### config.mk
export PLATFORM = sky130hd
export DESIGN_NAME = two_wire_maple_line_encoder_top
export DESIGN_NICKNAME = d
export VERILOG_FILES = /design/src/hw/rtl/twmle_pkg.sv /design/src/hw/rtl/twmle_front.sv /design/src/hw/rtl/twmle_cmd_queue.sv /design/src/hw/rtl/twmle_back.sv /design/src/hw/rtl/two_wire_maple_line_encoder_top.sv
export SDC_FILE = /design/constraint.sdc
export NUM_CORES = 1
export LEC_CHECK = 0
export BUFFER_PORTS_ARGS = -buffer_cell sky130_fd_sc_hd__buf_2
export CAP_MARGIN = 40
export CORE_ASPECT_RATIO = 1.4
export CORE_MARGIN = 2
export CORE_UTILIZATION = 49
export DETAILED_ROUTE_END_ITERATION = 10
export GPL_TIMING_DRIVEN = 0
export PLACE_DENSITY = 0.67
export REMOVE_ABC_BUFFERS = 1
export SKIP_CTS_REPAIR_TIMING = 1
export SYNTH_ARGS = -nofsm -noshare
export SYNTH_HDL_FRONTEND = slang
export SYNTH_SLANG_ARGS = --single-unit
### constraint.sdc
create_clock -name clk_i -period 3.7 [get_ports clk_i]
set_input_delay 0.37 -clock clk_i [delete_from_list [all_inputs] [get_ports clk_i]]
set_output_delay 0.37 -clock clk_i [all_outputs]
set_load 0.005 [all_outputs]
### src/hw/rtl/twmle_pkg.sv
// Shared types, line patterns and helper functions for the two-wire line encoder.
`timescale 1ns / 1ps

package twmle_pkg;

  // Default depth of the command queue between the front and back parts.
  localparam int unsigned CmdQueueDepth = 2;

  // Number of lead-in states: three neutral states, then the start pattern.
  localparam int unsigned LeadLen  = 13;
  localparam int unsigned EndLen   = 7;
  localparam int unsigned BitCount = 8;

  // One line state, wire A in bit 1 and wire B in bit 0.
  typedef logic [1:0] line_t;

  localparam line_t LineNeutral = 2'b11;

  // Start and end patterns, first state at index 0.
  localparam line_t StartPattern [10] = '{
    2'b01, 2'b00, 2'b01, 2'b00, 2'b01, 2'b00, 2'b01, 2'b00, 2'b01, 2'b11
  };
  localparam line_t EndPattern [7] = '{
    2'b11, 2'b10, 2'b00, 2'b10, 2'b00, 2'b10, 2'b11
  };

  // Input request as it arrives on the input channel.
  typedef struct packed {
    logic [7:0] data_byte;
    logic       last_byte;
  } in_item_t;

  // One line state as delivered on the output channel.
  typedef struct packed {
    logic line_a;
    logic line_b;
    logic last_state;
  } out_item_t;

  // Classified request passed from the front part to the back part.
  typedef struct packed {
    logic [7:0] data_byte;
    logic       last_byte;
    logic       open_frame;
  } cmd_t;

  // Lead-in state for a step of the lead-in sequence (0 to 12).
  function automatic line_t lead_state(input logic [3:0] step);
    line_t res;
    res = LineNeutral;
    if (step >= 4'd3 && step <= 4'd12) begin
      res = StartPattern[4'(step - 4'd3)];
    end
    return res;
  endfunction

  // End-pattern state for a step of the trailer (0 to 6).
  function automatic line_t end_state(input logic [2:0] step);
    line_t res;
    res = LineNeutral;
    if (step <= 3'd6) begin
      res = EndPattern[step];
    end
    return res;
  endfunction

endpackage

### src/hw/rtl/twmle_front.sv
// Front part: accepts byte requests, tracks frame boundaries and queues commands.
`timescale 1ns / 1ps

module twmle_front (
  input  logic               clk_i,
  input  logic               rst_ni,
  input  logic               in_valid_i,
  output logic               in_stall_o,
  input  twmle_pkg::in_item_t in_item_i,
  output logic               push_o,
  output twmle_pkg::cmd_t    push_cmd_o,
  input  logic               queue_full_i
);

  logic in_frame_q, in_frame_d;
  logic accept;

  // The front only holds off the sender while the queue is full.
  assign in_stall_o = queue_full_i;
  assign accept     = in_valid_i && !queue_full_i;

  // A byte opens a frame when none is open; the last byte closes it.
  always_comb begin
    in_frame_d = in_frame_q;
    if (accept) begin
      in_frame_d = !in_item_i.last_byte;
    end
  end

  assign push_o                = accept;
  assign push_cmd_o.data_byte  = in_item_i.data_byte;
  assign push_cmd_o.last_byte  = in_item_i.last_byte;
  assign push_cmd_o.open_frame = !in_frame_q;

  always_ff @(posedge clk_i or negedge rst_ni) begin
    if (!rst_ni) begin
      in_frame_q <= 1'b0;
    end else begin
      in_frame_q <= in_frame_d;
    end
  end

endmodule

### src/hw/rtl/twmle_cmd_queue.sv
// Short command queue between the front and back parts.
`timescale 1ns / 1ps

module twmle_cmd_queue #(
  parameter int unsigned Depth = twmle_pkg::CmdQueueDepth
) (
  input  logic            clk_i,
  input  logic            rst_ni,
  input  logic            push_i,
  input  twmle_pkg::cmd_t push_cmd_i,
  output logic            full_o,
  input  logic            pop_i,
  output twmle_pkg::cmd_t pop_cmd_o,
  output logic            empty_o
);

  localparam int unsigned PtrW = (Depth > 1) ? $clog2(Depth) : 1;
  localparam int unsigned CntW = $clog2(Depth + 1);
  localparam logic [PtrW-1:0] LastIdx = PtrW'(Depth - 1);

  twmle_pkg::cmd_t entries_q [Depth];
  logic [PtrW-1:0] wr_ptr_q, wr_ptr_d;
  logic [PtrW-1:0] rd_ptr_q, rd_ptr_d;
  logic [CntW-1:0] count_q, count_d;
  logic            do_push, do_pop;

  assign full_o    = (count_q == CntW'(Depth));
  assign empty_o   = (count_q == '0);
  assign do_push   = push_i && !full_o;
  assign do_pop    = pop_i && !empty_o;
  assign pop_cmd_o = entries_q[rd_ptr_q];

  // Pointer and fill-count update with wrap at the queue depth.
  always_comb begin
    wr_ptr_d = wr_ptr_q;
    rd_ptr_d = rd_ptr_q;
    count_d  = count_q;
    if (do_push) begin
      wr_ptr_d = (wr_ptr_q == LastIdx) ? '0 : PtrW'(wr_ptr_q + 1'b1);
    end
    if (do_pop) begin
      rd_ptr_d = (rd_ptr_q == LastIdx) ? '0 : PtrW'(rd_ptr_q + 1'b1);
    end
    if (do_push && !do_pop) begin
      count_d = CntW'(count_q + 1'b1);
    end else if (!do_push && do_pop) begin
      count_d = CntW'(count_q - 1'b1);
    end
  end

  always_ff @(posedge clk_i or negedge rst_ni) begin
    if (!rst_ni) begin
      wr_ptr_q <= '0;
      rd_ptr_q <= '0;
      count_q  <= '0;
    end else begin
      wr_ptr_q <= wr_ptr_d;
      rd_ptr_q <= rd_ptr_d;
      count_q  <= count_d;
    end
  end

  // Storage needs no reset; the fill count guards every read.
  always_ff @(posedge clk_i) begin
    if (do_push) begin
      entries_q[wr_ptr_q] <= push_cmd_i;
    end
  end

endmodule

### src/hw/rtl/twmle_back.sv
// Back part: expands queued commands into line states, one per cycle unless stalled.
`timescale 1ns / 1ps

module twmle_back (
  input  logic                 clk_i,
  input  logic                 rst_ni,
  output logic                 pop_o,
  input  twmle_pkg::cmd_t      pop_cmd_i,
  input  logic                 queue_empty_i,
  output logic                 out_valid_o,
  input  logic                 out_stall_i,
  output twmle_pkg::out_item_t out_item_o
);

  typedef enum logic [1:0] {
    PhLead,
    PhData,
    PhEnd
  } phase_e;

  phase_e               phase_q, phase_d;
  logic                 busy_q, busy_d;
  twmle_pkg::cmd_t      cmd_q, cmd_d;
  logic [3:0]           step_q, step_d;
  logic                 prep_done_q, prep_done_d;
  twmle_pkg::line_t     prev_q, prev_d;
  logic                 out_valid_q, out_valid_d;
  twmle_pkg::out_item_t out_item_q, out_item_d;

  logic             emit, finish, start_next;
  twmle_pkg::line_t line;
  logic             line_last;
  logic             bit_val, a_clocks;
  twmle_pkg::line_t clk_state, prep_state;

  // A new state may be produced when the output register is free or being taken.
  assign emit = busy_q && (!out_valid_q || !out_stall_i);

  // Data bit for the current position; even steps are the A-clock positions.
  assign bit_val    = cmd_q.data_byte[3'(3'd7 - step_q[2:0])];
  assign a_clocks   = !step_q[0];
  assign clk_state  = a_clocks ? {1'b0, bit_val} : {bit_val, 1'b0};
  assign prep_state = a_clocks ? {1'b1, bit_val} : {bit_val, 1'b1};

  // Sequencer: lead-in, data bits with optional prepare states, trailer.
  always_comb begin
    phase_d     = phase_q;
    busy_d      = busy_q;
    cmd_d       = cmd_q;
    step_d      = step_q;
    prep_done_d = prep_done_q;
    prev_d      = prev_q;
    out_valid_d = out_valid_q && out_stall_i;
    out_item_d  = out_item_q;
    finish      = 1'b0;
    line        = prev_q;
    line_last   = 1'b0;

    if (emit) begin
      unique case (phase_q)
        PhLead: begin
          line = twmle_pkg::lead_state(step_q);
          if (step_q == 4'(twmle_pkg::LeadLen - 1)) begin
            phase_d = PhData;
            step_d  = '0;
          end else begin
            step_d = 4'(step_q + 1'b1);
          end
        end
        PhData: begin
          if (!prep_done_q && (prep_state != prev_q)) begin
            line        = prep_state;
            prep_done_d = 1'b1;
          end else begin
            line        = clk_state;
            prep_done_d = 1'b0;
            if (step_q == 4'(twmle_pkg::BitCount - 1)) begin
              step_d = '0;
              if (cmd_q.last_byte) begin
                phase_d = PhEnd;
              end else begin
                line_last = 1'b1;
                finish    = 1'b1;
              end
            end else begin
              step_d = 4'(step_q + 1'b1);
            end
          end
        end
        PhEnd: begin
          line = twmle_pkg::end_state(step_q[2:0]);
          if (step_q == 4'(twmle_pkg::EndLen - 1)) begin
            line_last = 1'b1;
            finish    = 1'b1;
          end else begin
            step_d = 4'(step_q + 1'b1);
          end
        end
        default: begin
          line = prev_q;
        end
      endcase
      out_valid_d           = 1'b1;
      out_item_d.line_a     = line[1];
      out_item_d.line_b     = line[0];
      out_item_d.last_state = line_last;
      prev_d                = line;
    end

    // Take the next command as soon as the current one has produced its last state.
    start_next = (!busy_q || finish) && !queue_empty_i;
    if (start_next) begin
      busy_d      = 1'b1;
      cmd_d       = pop_cmd_i;
      phase_d     = pop_cmd_i.open_frame ? PhLead : PhData;
      step_d      = '0;
      prep_done_d = 1'b0;
    end else if (finish) begin
      busy_d = 1'b0;
    end
  end

  assign pop_o       = start_next;
  assign out_valid_o = out_valid_q;
  assign out_item_o  = out_item_q;

  always_ff @(posedge clk_i or negedge rst_ni) begin
    if (!rst_ni) begin
      phase_q     <= PhLead;
      busy_q      <= 1'b0;
      step_q      <= '0;
      prep_done_q <= 1'b0;
      prev_q      <= twmle_pkg::LineNeutral;
      out_valid_q <= 1'b0;
    end else begin
      phase_q     <= phase_d;
      busy_q      <= busy_d;
      step_q      <= step_d;
      prep_done_q <= prep_done_d;
      prev_q      <= prev_d;
      out_valid_q <= out_valid_d;
    end
  end

  // Payload registers carry no reset.
  always_ff @(posedge clk_i) begin
    cmd_q      <= cmd_d;
    out_item_q <= out_item_d;
  end

endmodule

### src/hw/rtl/two_wire_maple_line_encoder_top.sv
// Top level of the two-wire line encoder: front part, command queue and back part.
//
// Usage: frame bytes enter on the input channel (in_valid_i, in_stall_o, in_item_i),
// one request per byte, with last_byte set on the byte that ends a frame. Line
// states leave on the output channel (out_valid_o, out_stall_i, out_item_o), one
// item per line state, with last_state set on the final state of each byte's run.
// The first byte of a frame is preceded by three neutral states and the start
// pattern; the last byte is followed by the end pattern.
// Throughput: while out_stall_i is low the back part produces one line state per
// cycle, so a byte yields 8 to 16 states, plus 13 lead-in states when it opens a
// frame and 7 end states as it closes one; the single output register sets that pace.
// An accepted byte passes through the command queue, the back part's command
// register and its output register before its first line state is valid.
// A queue of QueueDepth commands lets further bytes be accepted while the back
// part is busy; in_stall_o is high only while that queue is full.
// When out_stall_i is high a valid state is held and the back part waits behind it.
// Reset empties the queue, closes any open frame and takes neutral as the last level.
`timescale 1ns / 1ps

module two_wire_maple_line_encoder_top #(
  parameter int unsigned QueueDepth = twmle_pkg::CmdQueueDepth
) (
  input  logic                 clk_i,
  input  logic                 rst_ni,
  input  logic                 in_valid_i,
  output logic                 in_stall_o,
  input  twmle_pkg::in_item_t  in_item_i,
  output logic                 out_valid_o,
  input  logic                 out_stall_i,
  output twmle_pkg::out_item_t out_item_o
);

  logic            push, queue_full, pop, queue_empty;
  twmle_pkg::cmd_t push_cmd, pop_cmd;

  twmle_front u_front (
    .clk_i        (clk_i),
    .rst_ni       (rst_ni),
    .in_valid_i   (in_valid_i),
    .in_stall_o   (in_stall_o),
    .in_item_i    (in_item_i),
    .push_o       (push),
    .push_cmd_o   (push_cmd),
    .queue_full_i (queue_full)
  );

  twmle_cmd_queue #(
    .Depth (QueueDepth)
  ) u_cmd_queue (
    .clk_i      (clk_i),
    .rst_ni     (rst_ni),
    .push_i     (push),
    .push_cmd_i (push_cmd),
    .full_o     (queue_full),
    .pop_i      (pop),
    .pop_cmd_o  (pop_cmd),
    .empty_o    (queue_empty)
  );

  twmle_back u_back (
    .clk_i         (clk_i),
    .rst_ni        (rst_ni),
    .pop_o         (pop),
    .pop_cmd_i     (pop_cmd),
    .queue_empty_i (queue_empty),
    .out_valid_o   (out_valid_o),
    .out_stall_i   (out_stall_i),
    .out_item_o    (out_item_o)
  );

endmodule

==> impl_metrics.env <==
export IMPL_status="finished, violations left"
export IMPL_failed_checks="negative hold slack"
export IMPL_cts_tree="built"
export IMPL_regArea_sq_um=1364
export IMPL_cts_max_path_buffers=2
export IMPL_htree_levels=2
export IMPL_ys_flop_type="edfxtp_1"
export IMPL_overflow=0
export IMPL_yosys_warnings=0
export IMPL_pre_cts_ws_ns=0.3262
export IMPL_dp_cells=270
export IMPL_start_util_pct=50.13
export IMPL_grt_pass1_vias=1621
export IMPL_p_leak_uw=0.001048
export IMPL_core_area_sq_um=4767
export IMPL_clock_latency_ns=0.30
export IMPL_synth_seq_area_share_pct=57.07
export IMPL_clock_skew_ns=0.005004
export IMPL_hold_class="input pin to async pin"
export IMPL_whs_ns=-0.01170
export IMPL_netlist_instances=193
export IMPL_die_area_sq_um=5459
export IMPL_drive_gt1_share_pct=23.36
export IMPL_multi_input_area_sq_um=942.2
export IMPL_wire_per_inst_microns=15.00
export IMPL_clk_pin_slew_ns=0.09
export IMPL_most_common_layout_cells="edfxtp_1, buf_2, nor2_1"
export IMPL_setup_tns_ns=0
export IMPL_cts_buffers_inserted=5
export IMPL_placement_io_buffers=17
export IMPL_drv_cap=0
export IMPL_required_ns=3.93
export IMPL_fillCellCount=425
export IMPL_syn_to_final_growth_pct=9.686
export IMPL_grt_start_max_net_pins=19
export IMPL_drtIter0Drc=114
export IMPL_yosys_register_bits=48
export IMPL_syn_area_sq_um=2390
export IMPL_place_area_sq_um=2524
export IMPL_p_total_uw=2089
export IMPL_antenna_found_initial=0
export IMPL_design_area_sq_um=2621
export IMPL_final_antenna_net_count=0
export IMPL_setup_violations_final=0
export IMPL_post_route_min_period_ns=3.340
export IMPL_worstSetupEndpointType="register"
export IMPL_fin_nets=235
export IMPL_reg2regPathDepth=11
export IMPL_synth_avg_cell_area_sq_um=12.38
export IMPL_fmax_mhz=299.4
export IMPL_rsz0062_at_grt="false"
export IMPL_finalHoldViolations=14
export IMPL_grt_usage_pct=16.81
export IMPL_crit_type="register to register"
export IMPL_arrival_ns=3.57
export IMPL_worstPathMaxFanout=18
export IMPL_ios=18
export IMPL_route_detailed_drc=0
export IMPL_synth_edf_count=32
export IMPL_timing_slew_headroom_pct=44.92
export IMPL_fin_crit_sh_pct=90.27
export IMPL_grt_pass1_wl_microns=6969
export IMPL_slew_viol_final=0
export IMPL_routabilityCongestion=0.8713
export IMPL_firstDrtPassIters=4
export IMPL_final_common_cell="edfxtp_1"
export IMPL_synth_cell_types=45
export IMPL_cts_root_buf="clkbuf_8"
export IMPL_cts_sinks=48
export IMPL_startpoint_type="register"
export IMPL_synthArstFlopShare_pct=33.33
export IMPL_worst_slack_ns=0.3599
export IMPL_num_rows=30
export IMPL_ir_worst_vdd_mv=0.3822
export IMPL_hpwl_microns=3072
export IMPL_wirelength_microns=4171
export IMPL_worst_slew_pin_transition_ns=0.8231
export IMPL_vias_per_cell=5.475
export IMPL_power_density_nw_per_um2=797.1
export IMPL_antenna_cells=0
export IMPL_final_instance_count_excl_fill=278
export IMPL_vias=1522
export IMPL_die_y_microns=86.63
export IMPL_fp_dieW_microns=63.02
critical path: stages, from the launching register on:
cell and delay (ns):
dfrtp_1 0.71, ha_1 0.31, nand3b_1 0.13, nor3_1 0.31, nand2b_1 0.12, o211ai_2 0.26, o21a_1 0.66, inv_1 0.11
ha_1 0.23, xor2_1 0.14, nor2_1 0.12, xor2_1 0.17
power breakdown:
part | internal, uW | switching [uW] | total (uW)
Combinational | 400 | 453 | 853
Clock | 151 | 177 | 328
Sequential | 761 | 147 | 908
per-layer routing:
| metal | wire length [microns] | track usage [%] | vias up |
|---|---|---|---|
| li1 | - | - | 736 |
| met1 | 1557 | 15.26 | 738 |
| met2 | 2346 | 33.08 | 35 |
| met3 | 113 | 3.377 | 13 |
| met4 | 153 | 10.91 | 0 |
| met5 | 0 | 0 | - |
area by class of cell:
class	instances	area share (%)
tap	64	3.055
multi-input combinational	127	35.94
sequential	48	52.03
clock inverter	2	0.5728
inverter	14	2.005
timing repair buffer	17	3.246
clock buffer	6	3.150
stage by stage:
stage	utilization, %	hold WS, ns
global route	54.99	0.004638
floorplan	-	0.07441
finish	54.99	-0.01170
CTS	54.99	-0.003922
detailed placement	52.94	0.3289
global placement	52.94	0.3177
flip-flops by register name (all words and copies together), names as in the netlist:
register               flops
u_back.prep_done_q         1
u_cmd_queue.entries_q     20
u_cmd_queue.count_q        2
u_cmd_queue.rd_ptr_q       1
u_front.in_frame_q         1
u_back.prev_q              2
u_back.busy_q              1
u_back.out_valid_o         1
u_back.phase_q             2
u_back.out_item_o          3
u_back.step_q              4
u_back.cmd_q               9
u_cmd_queue.wr_ptr_q       1
final timing paths:
| path | slack [ns] | from | end |
|---|---|---|---|
| worst max register to register | 0.36 | u_back.step_q[0]$_DFFE_PN0P_ | u_cmd_queue.count_q[1]$_DFFE_PN0P_ |
| worst min-delay path | -0.01 | rst_ni | u_back.phase_q[0]$_DFFE_PN0P_ |
| max in group asynchronous | 3.39 | rst_ni | u_back.prev_q[0]$_DFFE_PN1P_ |
| min in group clk_i | 0.25 | in_item_i[6] | u_cmd_queue.entries_q[0][7]$_DFFE_PP_ |
| worst max-delay path | 0.36 | u_back.step_q[0]$_DFFE_PN0P_ | u_cmd_queue.count_q[1]$_DFFE_PN0P_ |
| worst min register to register | 0.50 | u_cmd_queue.wr_ptr_q$_DFFE_PN0P_ | u_cmd_queue.wr_ptr_q$_DFFE_PN0P_ |
cells in the mapped netlist, types with 2 or more instances:
library cell | number | area share [%]
xor2_1 | 3 | 1.1
inv_1 | 14 | 2.2
dfrtp_1 | 14 | 15
nor3_1 | 3 | 0.63
a21oi_1 | 12 | 2.5
xnor2_1 | 3 | 1.1
nand2_1 | 12 | 1.9
or4b_2 | 2 | 0.84
nor2b_1 | 7 | 1.8
and2_1 | 5 | 1.3
mux2i_1 | 5 | 2.1
o31ai_1 | 2 | 0.63
dfstp_2 | 2 | 2.2
nor2_1 | 15 | 2.4
edfxtp_1 | 32 | 40
nand4_1 | 2 | 0.52
buf_6 | 2 | 0.94
o22ai_1 | 2 | 0.52
and3_1 | 2 | 0.52
o21ai_0 | 8 | 1.7
ha_1 | 9 | 4.7
mux2_2 | 13 | 6.1
nand2b_1 | 2 | 0.52
kinds of logic (layout without fill, tap and decap cells):
kind of cell | Yosys count | in the layout | share of synthesized area, %
xor+xnor | 6 | 6 | 2.199
flops | 48 | 48 | 57.07
buf+inv | 18 | 39 | 3.507
simple gates | 56 | 56 | 12.25
mux | 20 | 20 | 9.424
compound gates | 36 | 36 | 10.84
fa+ha+maj | 9 | 9 | 4.712
Note: power is estimated with default switching activity, not from simulation.
